--- src/hdl/bti_pkg.sv ---
// shared types and constants of the breakpoint table interpolator
`default_nettype none

package bti_pkg;

	localparam int S_DATA_W = 64;
	localparam int M_DATA_W = 24;
	localparam int IDX_W    = 4;
	localparam int KEY_W    = 16;
	localparam int ANG_W    = 16;
	localparam int RATE_W   = 24;
	localparam int OUT_W    = 17;
	localparam int ENTRY_W  = 5;
	localparam int V_W      = 12;
	localparam int RMAG_W   = 17;

	localparam int IDX_LSB  = 0;
	localparam int KEY_LSB  = IDX_LSB + IDX_W;
	localparam int ANG_LSB  = KEY_LSB + KEY_W;
	localparam int RATE_LSB = ANG_LSB + ANG_W;

	localparam logic [ENTRY_W-1:0] ENTRIES_RESET = 5'd2;
	localparam logic [ENTRY_W-1:0] ENTRIES_MIN   = 5'd2;

	// +-6000 ft/min in 1/16 units
	localparam logic signed [RATE_W-1:0] RATE_LIMIT = 24'sd96000;
	// ceil(2^23 / 60), exact for magnitudes up to the rate limit
	localparam logic [17:0] RECIP_60    = 18'd139811;
	localparam int          RECIP_SHIFT = 23;
	localparam int          VMAG_W      = 11;

	localparam int               DIV_CNT_W = 3;
	localparam logic [DIV_CNT_W-1:0] DIV_LAST = 3'd7;

	localparam logic MODE_WRITE   = 1'b0;
	localparam logic MODE_CONVERT = 1'b1;

	typedef struct packed {
		logic capture;
		logic write_entry;
		logic check;
		logic scale;
		logic search_go;
		logic prep;
		logic mul;
		logic div_load;
		logic div_step;
		logic load_out;
	} bti_cmd_t;

	typedef struct packed {
		logic mode;
		logic rate_same;
		logic search_done;
		logic search_sat;
		logic div_last;
		logic out_free;
	} bti_sts_t;

endpackage

`default_nettype wire

--- src/hdl/bti_ctrl.sv ---
// sequencing state machine of the breakpoint table interpolator
`default_nettype none

module bti_ctrl (
	input  wire               clk,
	input  wire               arst_n,
	input  wire               in_valid,
	output logic              in_ready,
	input  bti_pkg::bti_sts_t sts,
	output bti_pkg::bti_cmd_t cmd
);

	typedef enum logic [3:0] {
		ST_IDLE,
		ST_DEC,
		ST_SCALE,
		ST_SEARCH,
		ST_PREP,
		ST_MUL,
		ST_DLOAD,
		ST_DIV,
		ST_OUT
	} state_t;

	state_t state_q;

	always_ff @(posedge clk or negedge arst_n) begin
		if (!arst_n) begin
			state_q <= ST_IDLE;
		end else begin
			unique case (state_q)
				ST_IDLE: begin
					if (in_valid) state_q <= ST_DEC;
				end
				ST_DEC: begin
					if (sts.mode == bti_pkg::MODE_WRITE || sts.rate_same) state_q <= ST_IDLE;
					else state_q <= ST_SCALE;
				end
				ST_SCALE: state_q <= ST_SEARCH;
				ST_SEARCH: begin
					if (sts.search_done) state_q <= sts.search_sat ? ST_OUT : ST_PREP;
				end
				ST_PREP:  state_q <= ST_MUL;
				ST_MUL:   state_q <= ST_DLOAD;
				ST_DLOAD: state_q <= ST_DIV;
				ST_DIV: begin
					if (sts.div_last) state_q <= ST_OUT;
				end
				ST_OUT: begin
					if (sts.out_free) state_q <= ST_IDLE;
				end
				default: state_q <= ST_IDLE;
			endcase
		end
	end

	always_comb begin
		in_ready         = (state_q == ST_IDLE);
		cmd              = '0;
		cmd.capture      = in_ready && in_valid;
		cmd.write_entry  = (state_q == ST_DEC) && (sts.mode == bti_pkg::MODE_WRITE);
		cmd.check        = (state_q == ST_DEC) && (sts.mode == bti_pkg::MODE_CONVERT)
			&& !sts.rate_same;
		cmd.scale        = (state_q == ST_SCALE);
		cmd.search_go    = (state_q == ST_SCALE);
		cmd.prep         = (state_q == ST_PREP);
		cmd.mul          = (state_q == ST_MUL);
		cmd.div_load     = (state_q == ST_DLOAD);
		cmd.div_step     = (state_q == ST_DIV);
		cmd.load_out     = (state_q == ST_OUT) && sts.out_free;
	end

endmodule

`default_nettype wire

--- src/hdl/bti_dpath.sv ---
// datapath: breakpoint memories, rate scaling, search, multiply and radix-4 divide
`default_nettype none

module bti_dpath #(
	parameter int MAX_ENTRIES = 16
) (
	input  wire                                  clk,
	input  wire                                  arst_n,
	input  bti_pkg::bti_cmd_t                    cmd,
	output bti_pkg::bti_sts_t                    sts,
	input  wire  [bti_pkg::S_DATA_W-1:0]         s_tdata,
	input  wire                                  s_tuser,
	input  wire                                  cfg_wen,
	input  wire  [bti_pkg::ENTRY_W-1:0]          cfg_wdata,
	output logic                                 m_tvalid,
	input  wire                                  m_tready,
	output logic [bti_pkg::OUT_W-1:0]            res_data
);

	localparam int IW = (MAX_ENTRIES > 1) ? $clog2(MAX_ENTRIES) : 1;
	localparam int CW = $clog2(MAX_ENTRIES + 1);

	// captured item
	logic                               mode_q;
	logic [bti_pkg::IDX_W-1:0]          idx_q;
	logic signed [bti_pkg::KEY_W-1:0]   key_q;
	logic signed [bti_pkg::ANG_W-1:0]   ang_q;
	logic signed [bti_pkg::RATE_W-1:0]  rate_q;

	logic [bti_pkg::ENTRY_W-1:0]        entries_q;
	logic signed [bti_pkg::RATE_W-1:0]  last_rate_q;
	logic [CW-1:0]                      n_use;

	logic signed [bti_pkg::KEY_W-1:0]   key_mem [MAX_ENTRIES];
	logic signed [bti_pkg::ANG_W-1:0]   ang_mem [MAX_ENTRIES];

	logic [bti_pkg::RMAG_W-1:0]         rmag_q;
	logic                               rneg_q;
	logic signed [bti_pkg::V_W-1:0]     v_q;

	logic signed [bti_pkg::RATE_W-1:0]  rate_cl;
	logic signed [bti_pkg::RATE_W-1:0]  rate_abs;
	logic [34:0]                        scale_prod;
	logic [bti_pkg::VMAG_W-1:0]         vmag;

	logic [CW-1:0]                      cnt_q;
	logic                               searching_q;
	logic                               vld_s1;
	logic [CW-1:0]                      tag_s1;
	logic signed [bti_pkg::KEY_W-1:0]   key_rd_s1;
	logic signed [bti_pkg::ANG_W-1:0]   ang_rd_s1;
	logic                               lt;
	logic                               done_now;
	logic                               sat_now;

	logic signed [bti_pkg::KEY_W-1:0]   k0_q;
	logic signed [bti_pkg::KEY_W-1:0]   k1_q;
	logic signed [bti_pkg::ANG_W-1:0]   a0_q;
	logic signed [bti_pkg::ANG_W-1:0]   a1_q;
	logic                               sat_q;

	logic signed [16:0]                 dv;
	logic signed [16:0]                 da;
	logic signed [16:0]                 dk;
	logic [15:0]                        dv_q;
	logic [15:0]                        da_mag_q;
	logic                               da_neg_q;
	logic [15:0]                        dk_q;
	logic [31:0]                        prod_q;

	logic [16:0]                        rem_q;
	logic [15:0]                        dl_q;
	logic [15:0]                        quo_q;
	logic [bti_pkg::DIV_CNT_W-1:0]      dcnt_q;
	logic [16:0]                        r1;
	logic [16:0]                        r1b;
	logic [16:0]                        r2;
	logic [16:0]                        r2b;
	logic                               qb1;
	logic                               qb2;

	logic signed [17:0]                 sq;
	logic signed [17:0]                 base;
	logic signed [17:0]                 neg_res;
	logic                               m_tvalid_q;
	logic [bti_pkg::OUT_W-1:0]          res_q;

	// entry count saturated to the table
	always_comb begin
		if (entries_q < bti_pkg::ENTRIES_MIN) n_use = CW'(bti_pkg::ENTRIES_MIN);
		else if (32'(entries_q) > MAX_ENTRIES) n_use = CW'(MAX_ENTRIES);
		else n_use = CW'(entries_q);
	end

	always_ff @(posedge clk or negedge arst_n) begin
		if (!arst_n) begin
			entries_q <= bti_pkg::ENTRIES_RESET;
		end else if (cfg_wen) begin
			entries_q <= cfg_wdata;
		end
	end

	always_ff @(posedge clk) begin
		if (cmd.capture) begin
			mode_q <= s_tuser;
			idx_q  <= s_tdata[bti_pkg::IDX_LSB +: bti_pkg::IDX_W];
			key_q  <= $signed(s_tdata[bti_pkg::KEY_LSB +: bti_pkg::KEY_W]);
			ang_q  <= $signed(s_tdata[bti_pkg::ANG_LSB +: bti_pkg::ANG_W]);
			rate_q <= $signed(s_tdata[bti_pkg::RATE_LSB +: bti_pkg::RATE_W]);
		end
	end

	// breakpoint memories
	always_ff @(posedge clk) begin
		if (cmd.write_entry && (32'(idx_q) < MAX_ENTRIES)) begin
			key_mem[IW'(idx_q)] <= key_q;
			ang_mem[IW'(idx_q)] <= ang_q;
		end
		if (searching_q && (cnt_q < n_use)) begin
			key_rd_s1 <= key_mem[cnt_q[IW-1:0]];
			ang_rd_s1 <= ang_mem[cnt_q[IW-1:0]];
		end
	end

	// clamp and divide by 60
	always_comb begin
		if (rate_q > bti_pkg::RATE_LIMIT) rate_cl = bti_pkg::RATE_LIMIT;
		else if (rate_q < -bti_pkg::RATE_LIMIT) rate_cl = -bti_pkg::RATE_LIMIT;
		else rate_cl = rate_q;
		rate_abs   = rate_cl[bti_pkg::RATE_W-1] ? -rate_cl : rate_cl;
		scale_prod = rmag_q * bti_pkg::RECIP_60;
		vmag       = scale_prod[bti_pkg::RECIP_SHIFT +: bti_pkg::VMAG_W];
	end

	always_ff @(posedge clk or negedge arst_n) begin
		if (!arst_n) begin
			last_rate_q <= '0;
		end else if (cmd.check) begin
			last_rate_q <= rate_q;
		end
	end

	always_ff @(posedge clk) begin
		if (cmd.check) begin
			rmag_q <= rate_abs[bti_pkg::RMAG_W-1:0];
			rneg_q <= rate_cl[bti_pkg::RATE_W-1];
		end
		if (cmd.scale) begin
			v_q <= rneg_q ? -$signed({1'b0, vmag}) : $signed({1'b0, vmag});
		end
	end

	// streamed search for the first key above v
	always_comb begin
		lt       = $signed({{(bti_pkg::KEY_W - bti_pkg::V_W){v_q[bti_pkg::V_W-1]}}, v_q})
			< key_rd_s1;
		done_now = searching_q && vld_s1 && (lt || (tag_s1 == n_use - CW'(1)));
		sat_now  = lt ? (tag_s1 == '0) : 1'b1;
	end

	always_ff @(posedge clk or negedge arst_n) begin
		if (!arst_n) begin
			searching_q <= 1'b0;
			vld_s1      <= 1'b0;
		end else if (cmd.search_go) begin
			searching_q <= 1'b1;
			vld_s1      <= 1'b0;
		end else if (searching_q) begin
			if (done_now) begin
				searching_q <= 1'b0;
				vld_s1      <= 1'b0;
			end else begin
				vld_s1 <= (cnt_q < n_use);
			end
		end
	end

	always_ff @(posedge clk) begin
		if (cmd.search_go) begin
			cnt_q <= '0;
		end else if (searching_q && !done_now) begin
			tag_s1 <= cnt_q;
			if (cnt_q < n_use) cnt_q <= cnt_q + CW'(1);
		end
		if (searching_q && vld_s1) begin
			if (!lt || tag_s1 == '0) begin
				k0_q <= key_rd_s1;
				a0_q <= ang_rd_s1;
			end else begin
				k1_q <= key_rd_s1;
				a1_q <= ang_rd_s1;
			end
			if (done_now) sat_q <= sat_now;
		end
	end

	// interpolation operands and product
	always_comb begin
		dv = $signed({{5{v_q[bti_pkg::V_W-1]}}, v_q}) - $signed({k0_q[15], k0_q});
		da = $signed({a1_q[15], a1_q}) - $signed({a0_q[15], a0_q});
		dk = $signed({k1_q[15], k1_q}) - $signed({k0_q[15], k0_q});
	end

	always_ff @(posedge clk) begin
		if (cmd.prep) begin
			dv_q     <= dv[15:0];
			da_neg_q <= da[16];
			da_mag_q <= da[16] ? 16'(-da) : da[15:0];
			dk_q     <= dk[15:0];
		end
		if (cmd.mul) begin
			prod_q <= dv_q * da_mag_q;
		end
	end

	// radix-4 restoring divide, quotient below 2^16
	always_comb begin
		r1  = {rem_q[15:0], dl_q[15]};
		qb1 = (r1 >= {1'b0, dk_q});
		r1b = qb1 ? r1 - {1'b0, dk_q} : r1;
		r2  = {r1b[15:0], dl_q[14]};
		qb2 = (r2 >= {1'b0, dk_q});
		r2b = qb2 ? r2 - {1'b0, dk_q} : r2;
	end

	always_ff @(posedge clk) begin
		if (cmd.div_load) begin
			rem_q  <= {1'b0, prod_q[31:16]};
			dl_q   <= prod_q[15:0];
			quo_q  <= '0;
			dcnt_q <= '0;
		end else if (cmd.div_step) begin
			rem_q  <= r2b;
			dl_q   <= {dl_q[13:0], 2'b00};
			quo_q  <= {quo_q[13:0], qb1, qb2};
			dcnt_q <= dcnt_q + bti_pkg::DIV_CNT_W'(1);
		end
	end

	// result register
	always_comb begin
		sq      = da_neg_q ? -$signed({2'b00, quo_q}) : $signed({2'b00, quo_q});
		base    = sat_q ? $signed({{2{a0_q[15]}}, a0_q})
			: $signed({{2{a0_q[15]}}, a0_q}) + sq;
		neg_res = -base;
	end

	always_ff @(posedge clk or negedge arst_n) begin
		if (!arst_n) begin
			m_tvalid_q <= 1'b0;
		end else if (cmd.load_out) begin
			m_tvalid_q <= 1'b1;
		end else if (m_tready) begin
			m_tvalid_q <= 1'b0;
		end
	end

	always_ff @(posedge clk) begin
		if (cmd.load_out) res_q <= neg_res[bti_pkg::OUT_W-1:0];
	end

	always_comb begin
		sts.mode        = mode_q;
		sts.rate_same   = (rate_q == last_rate_q);
		sts.search_done = done_now;
		sts.search_sat  = sat_now;
		sts.div_last    = (dcnt_q == bti_pkg::DIV_LAST);
		sts.out_free    = !m_tvalid_q || m_tready;
		m_tvalid        = m_tvalid_q;
		res_data        = res_q;
	end

endmodule

`default_nettype wire

--- src/hdl/breakpoint_table_interpolator_top.sv ---
// top level of the breakpoint table interpolator
//
// Input stream s_*: tuser is the mode. Mode 0 writes one breakpoint
// (index, key, angle) into the table and gives no result. Mode 1 carries
// a climb rate; a rate equal to the previous converted one gives nothing,
// any other gives one item on m_* holding the negated needle angle.
// cfg_wen/cfg_wdata write the number of breakpoints in use (saturated
// to 2..MAX_ENTRIES); write it only while the block is idle.
// One item at a time: a write item or a repeated rate ends after the decode
// state. A conversion of a rate outside the table goes from the search
// straight to the output; one that interpolates passes through the operand,
// multiply and divide states. The table is read one entry a cycle from a
// single memory port, and the quotient comes from a radix-4 divider.
// The result sits in an output register, so the next item is taken while
// it waits; a conversion finishing while the register is still full holds
// until m_tready frees it. Reset empties the output, sets the entry count
// to 2 and the previous rate to zero; table contents stay undefined.
`default_nettype none

module breakpoint_table_interpolator_top #(
	parameter int MAX_ENTRIES = 16
) (
	input  wire                              clk,
	input  wire                              arst_n,
	input  wire                              s_tvalid,
	output logic                             s_tready,
	// entry_index, entry_key, entry_angle, climb_rate, zero pad
	input  wire  [bti_pkg::S_DATA_W-1:0]     s_tdata,
	// mode
	input  wire                              s_tuser,
	output logic                             m_tvalid,
	input  wire                              m_tready,
	// needle_angle, zero pad
	output logic [bti_pkg::M_DATA_W-1:0]     m_tdata,
	input  wire                              cfg_wen,
	input  wire  [bti_pkg::ENTRY_W-1:0]      cfg_wdata
);

	bti_pkg::bti_cmd_t            cmd;
	bti_pkg::bti_sts_t            sts;
	logic [bti_pkg::OUT_W-1:0]    res_data;

	bti_ctrl u_ctrl (
		.clk      (clk),
		.arst_n   (arst_n),
		.in_valid (s_tvalid),
		.in_ready (s_tready),
		.sts      (sts),
		.cmd      (cmd)
	);

	bti_dpath #(
		.MAX_ENTRIES (MAX_ENTRIES)
	) u_dpath (
		.clk       (clk),
		.arst_n    (arst_n),
		.cmd       (cmd),
		.sts       (sts),
		.s_tdata   (s_tdata),
		.s_tuser   (s_tuser),
		.cfg_wen   (cfg_wen),
		.cfg_wdata (cfg_wdata),
		.m_tvalid  (m_tvalid),
		.m_tready  (m_tready),
		.res_data  (res_data)
	);

	assign m_tdata = {{(bti_pkg::M_DATA_W - bti_pkg::OUT_W){1'b0}}, res_data};

endmodule

`default_nettype wire
--- config.mk ---
export PLATFORM = sky130hd
export DESIGN_NAME = breakpoint_table_interpolator_top
export DESIGN_NICKNAME = d
export VERILOG_FILES = /design/src/hdl/bti_pkg.sv /design/src/hdl/bti_ctrl.sv /design/src/hdl/bti_dpath.sv /design/src/hdl/breakpoint_table_interpolator_top.sv
export SDC_FILE = /design/constraint.sdc
export NUM_CORES = 2
export LEC_CHECK = 0
export ABC_AREA = 1
export BUFFER_PORTS_ARGS = -buffer_cell sky130_fd_sc_hd__buf_2
export CORE_MARGIN = 2
export CORE_UTILIZATION = 69
export DETAILED_ROUTE_END_ITERATION = 12
export PLACE_DENSITY = 0.94
export SLEW_MARGIN = 10
export SYNTH_ARGS = -nofsm -noshare
export SYNTH_HDL_FRONTEND = slang
export SYNTH_SLANG_ARGS = --single-unit
export TNS_END_PERCENT = 1
--- constraint.sdc ---
create_clock -name clk -period 8.3 [get_ports clk]
set_input_delay 0.415 -clock clk [delete_from_list [all_inputs] [get_ports clk]]
set_output_delay 0.415 -clock clk [all_outputs]
set_load 0.01 [all_outputs]
==> summary.txt <==
Status: completed
Final setup violation count: 0
Final cycle utilization of the critical path: 76.4%
Final hold vios: 0
Crit Path Max Fanout: 16
WL final: 149,000 um
Largest stage delay on the critical path: 1.06 ns
Slew Limit Fails: 0
CP Launch Type: flip-flop
Cell Rows: 102
Yosys reg bits: 895
Buffer count from post-CTS setup fixing: 0
Ys Warns: 0
Synth unique cells: 62
Die ar.: 79,700 um^2
Hold Crit Class: input pin to flip-flop
R2r worst-path depth: 19
Family with the most delay on the worst path: adder cells
Share of layout cells above drive strength 1: 5.96%
Post-synth top area cell: edfxtp_1
DRC: 0
Initial antenna violation count: 3
Aggregate global routing overflow: 0
Crit-path cells: nand2_1, fa_1, fa_1, fa_1, inv_1, fa_1, inv_1, fa_1, inv_1, fa_1, ha_1, a21o_1, a21boi_0, o21ai_0, nand2_1, nand3_1, a21o_1, a21oi_1, xor2_1
Worst-margin pin slew: 1.09 ns
CP max-delay cell: edfxtp_1
Setup crit end: u_dpath.prod_q[29]$_DFFE_PP_
Hpwl dp: 87,600 um
Worst rel slew slack: 27.3%
Post-synth top cells: nand2_1, edfxtp_1, inv_1, nor2_1, ha_1
Core box area: 77,100 um^2
Inserted Clock Buffers: 86
Post_cts resized: 0
Sequential share of the synthesized area: 49.5%
GRT Overall Usage: 37.8%
Routability congestion estimate: 0.962
CTS Buffer Depth: 3
Avg WL per Cell: 22.9 um
Clock sinks: 895
Crit path buffers/inverters: 3
Post-Syn Area: 53,500 um^2
EDFF count, synth: 835
RSZ-0062 raised after global routing: no
DR iter-0 viols: 6,790
Die width: 282 um
Fin nets: 6,073
Global-route wire length before repair: 231,000 um
Num ports: 101
N_diodes: 0
WHS: 0.0245 ns
Cell count after synthesis: 5,329
Worst Skew: 0.0729 ns
Final Critical Period: 6.34 ns
Asr flop ratio synth: 4.02%
Hold_buf cts: 66
Via Count: 42,100
DRT Pass-1 Iters: 10
Synth top area share: 46.9%
Critical path origin: u_dpath.dv_q[3]$_DFFE_PP_
Top cells by area, synth: edfxtp_1, fa_1, ha_1
Vias in the first global route: 42,600
TritonCTS clock tree: done
Critical R2R Capture: u_dpath.prod_q[29]$_DFFE_PP_
Area Growth Syn to Fin: 9.05%
I/O Buffers: 89
Syn avg cell area: 10.0 um^2
Crit path kind: flip-flop to flip-flop
Most Frequent Cell on Critical Path: fa_1
Remaining antenna violation count: 0
Root Buffer: clkbuf_16
Most common cell in the synthesized netlist: nand2_1
Crit Reg-Reg Startpoint: u_dpath.dv_q[3]$_DFFE_PP_
DR vias/cell: 6.46
Largest net degree at the start of global routing: 123
Critical path endpoint category: flip-flop
CTS H-tree depth: 3
Max Fclk: 0.158 GHz
Clk Latency, worst-skew pair: 0.69 ns
Max-Cap Viols: 0
Setup_tns: 0 ns
Main synth FF type: edfxtp_1
Worst Path Required: 8.69 ns
Clock Pin Slew Worst Setup and Hold Paths: 0.06 ns
Crit. path cell count: 19
Initial Util: 69.4%
Die H: 282 um
Arrival @ worst endpoint: 6.73 ns
Reg-to-reg slack, setup: 1.96 ns
[placed cells by master (no fill, tap or decap), types with 21 or more instances in the layout]
cell	count
dlygate4sd3_1	66
o21ai_0	258
clkbuf_16	87
nand2_1	1047
dfxtp_1	21
buf_2	89
o32ai_1	78
inv_1	818
nand4_1	45
xnor2_1	72
nand3_1	254
buf_4	38
edfxtp_1	835
nor2_1	487
fa_1	236
nor3_1	27
mux2i_1	50
ha_1	342
clkinv_1	25
a21oi_1	168
xor2_1	104
dfrtp_1	35
o221ai_1	51
[cell families after synthesis]
group	after synthesis	share of synthesized area (%)
buffers and inverters	1025	7.35
XOR/XNOR	177	2.91
other	1	0.00701
AND/OR/NAND/NOR	1945	15.0
AO/OA/AOI/OAI	656	7.47
flip-flops	895	49.5
multiplexers	52	0.978
adder cells (fa/ha/maj)	578	16.8
[tightest hold or removal path, cell delays in order]
cell	delay (ns)
buf_2	0.08
nand2_1	0.06
o21ai_0	0.07
[per-stage QoR]
stage	cells	area [um^2]	setup slack (ns)	util (%)
finish	6525	58300	1.96	75.7
global route	6525	58300	1.69	75.7
CTS	6525	58300	2.08	75.7
detailed placement	6306	54900	2.10	71.2
global placement	6306	54900	2.18	71.2
floorplan	5335	53500	2.61	-
[layout make-up]
type / instances / area, um^2
clock inverter: 53 / 537
multi-input combinational: 3415 / 23300
sequential: 895 / 26500
timing repair buffer: 193 / 1390
inverter: 829 / 3120
clock buffer: 100 / 2240
fill: 4383 / 18800
tap: 1040 / 1300
[how the worst min path moves through the flow]
stage                              startpoint                               end  cells past startpoint  slack [ns]
2_1_floorplan                          arst_n     u_ctrl.state_q[0]$_DFFE_PN0P_                      0        0.12
3_3_place_gp   u_dpath.ang_rd_s1[4]$_DFFE_PP_         u_dpath.a0_q[4]$_DFFE_PP_                      0        0.42
3_5_place_dp   u_dpath.ang_rd_s1[6]$_DFFE_PP_         u_dpath.a1_q[6]$_DFFE_PP_                      0        0.43
4_1_cts                          cfg_wdata[3]  u_dpath.entries_q[3]$_DFFE_PN0P_                      3       0.006
5_1_grt                          cfg_wdata[3]  u_dpath.entries_q[3]$_DFFE_PN0P_                      3        0.03
6_report                         cfg_wdata[3]  u_dpath.entries_q[3]$_DFFE_PN0P_                      3        0.02
[per-layer routing]
metal  track usage, %  up-vias  share of wire (%)
li1                 -    17900                  -
met1             44.3    19500                 32
met2             62.9     3683                 48
met3             9.27      986                 13
met4             23.7        4                7.4
met5                0        -              0.019
[registers in the layout, indices dropped and copies added (netlist names), 17 cells and up]
register,cells
u_dpath.last_rate_q,24
u_dpath.res_data,17
u_dpath.rate_q,24
u_dpath.prod_q,32
u_dpath.ang_mem,256
u_dpath.key_mem,256
u_dpath.rmag_q,17
Power is left out: the tool's default activity adds up to more than one toggle a clock period on the data nets, which glitch-free logic cannot reach.
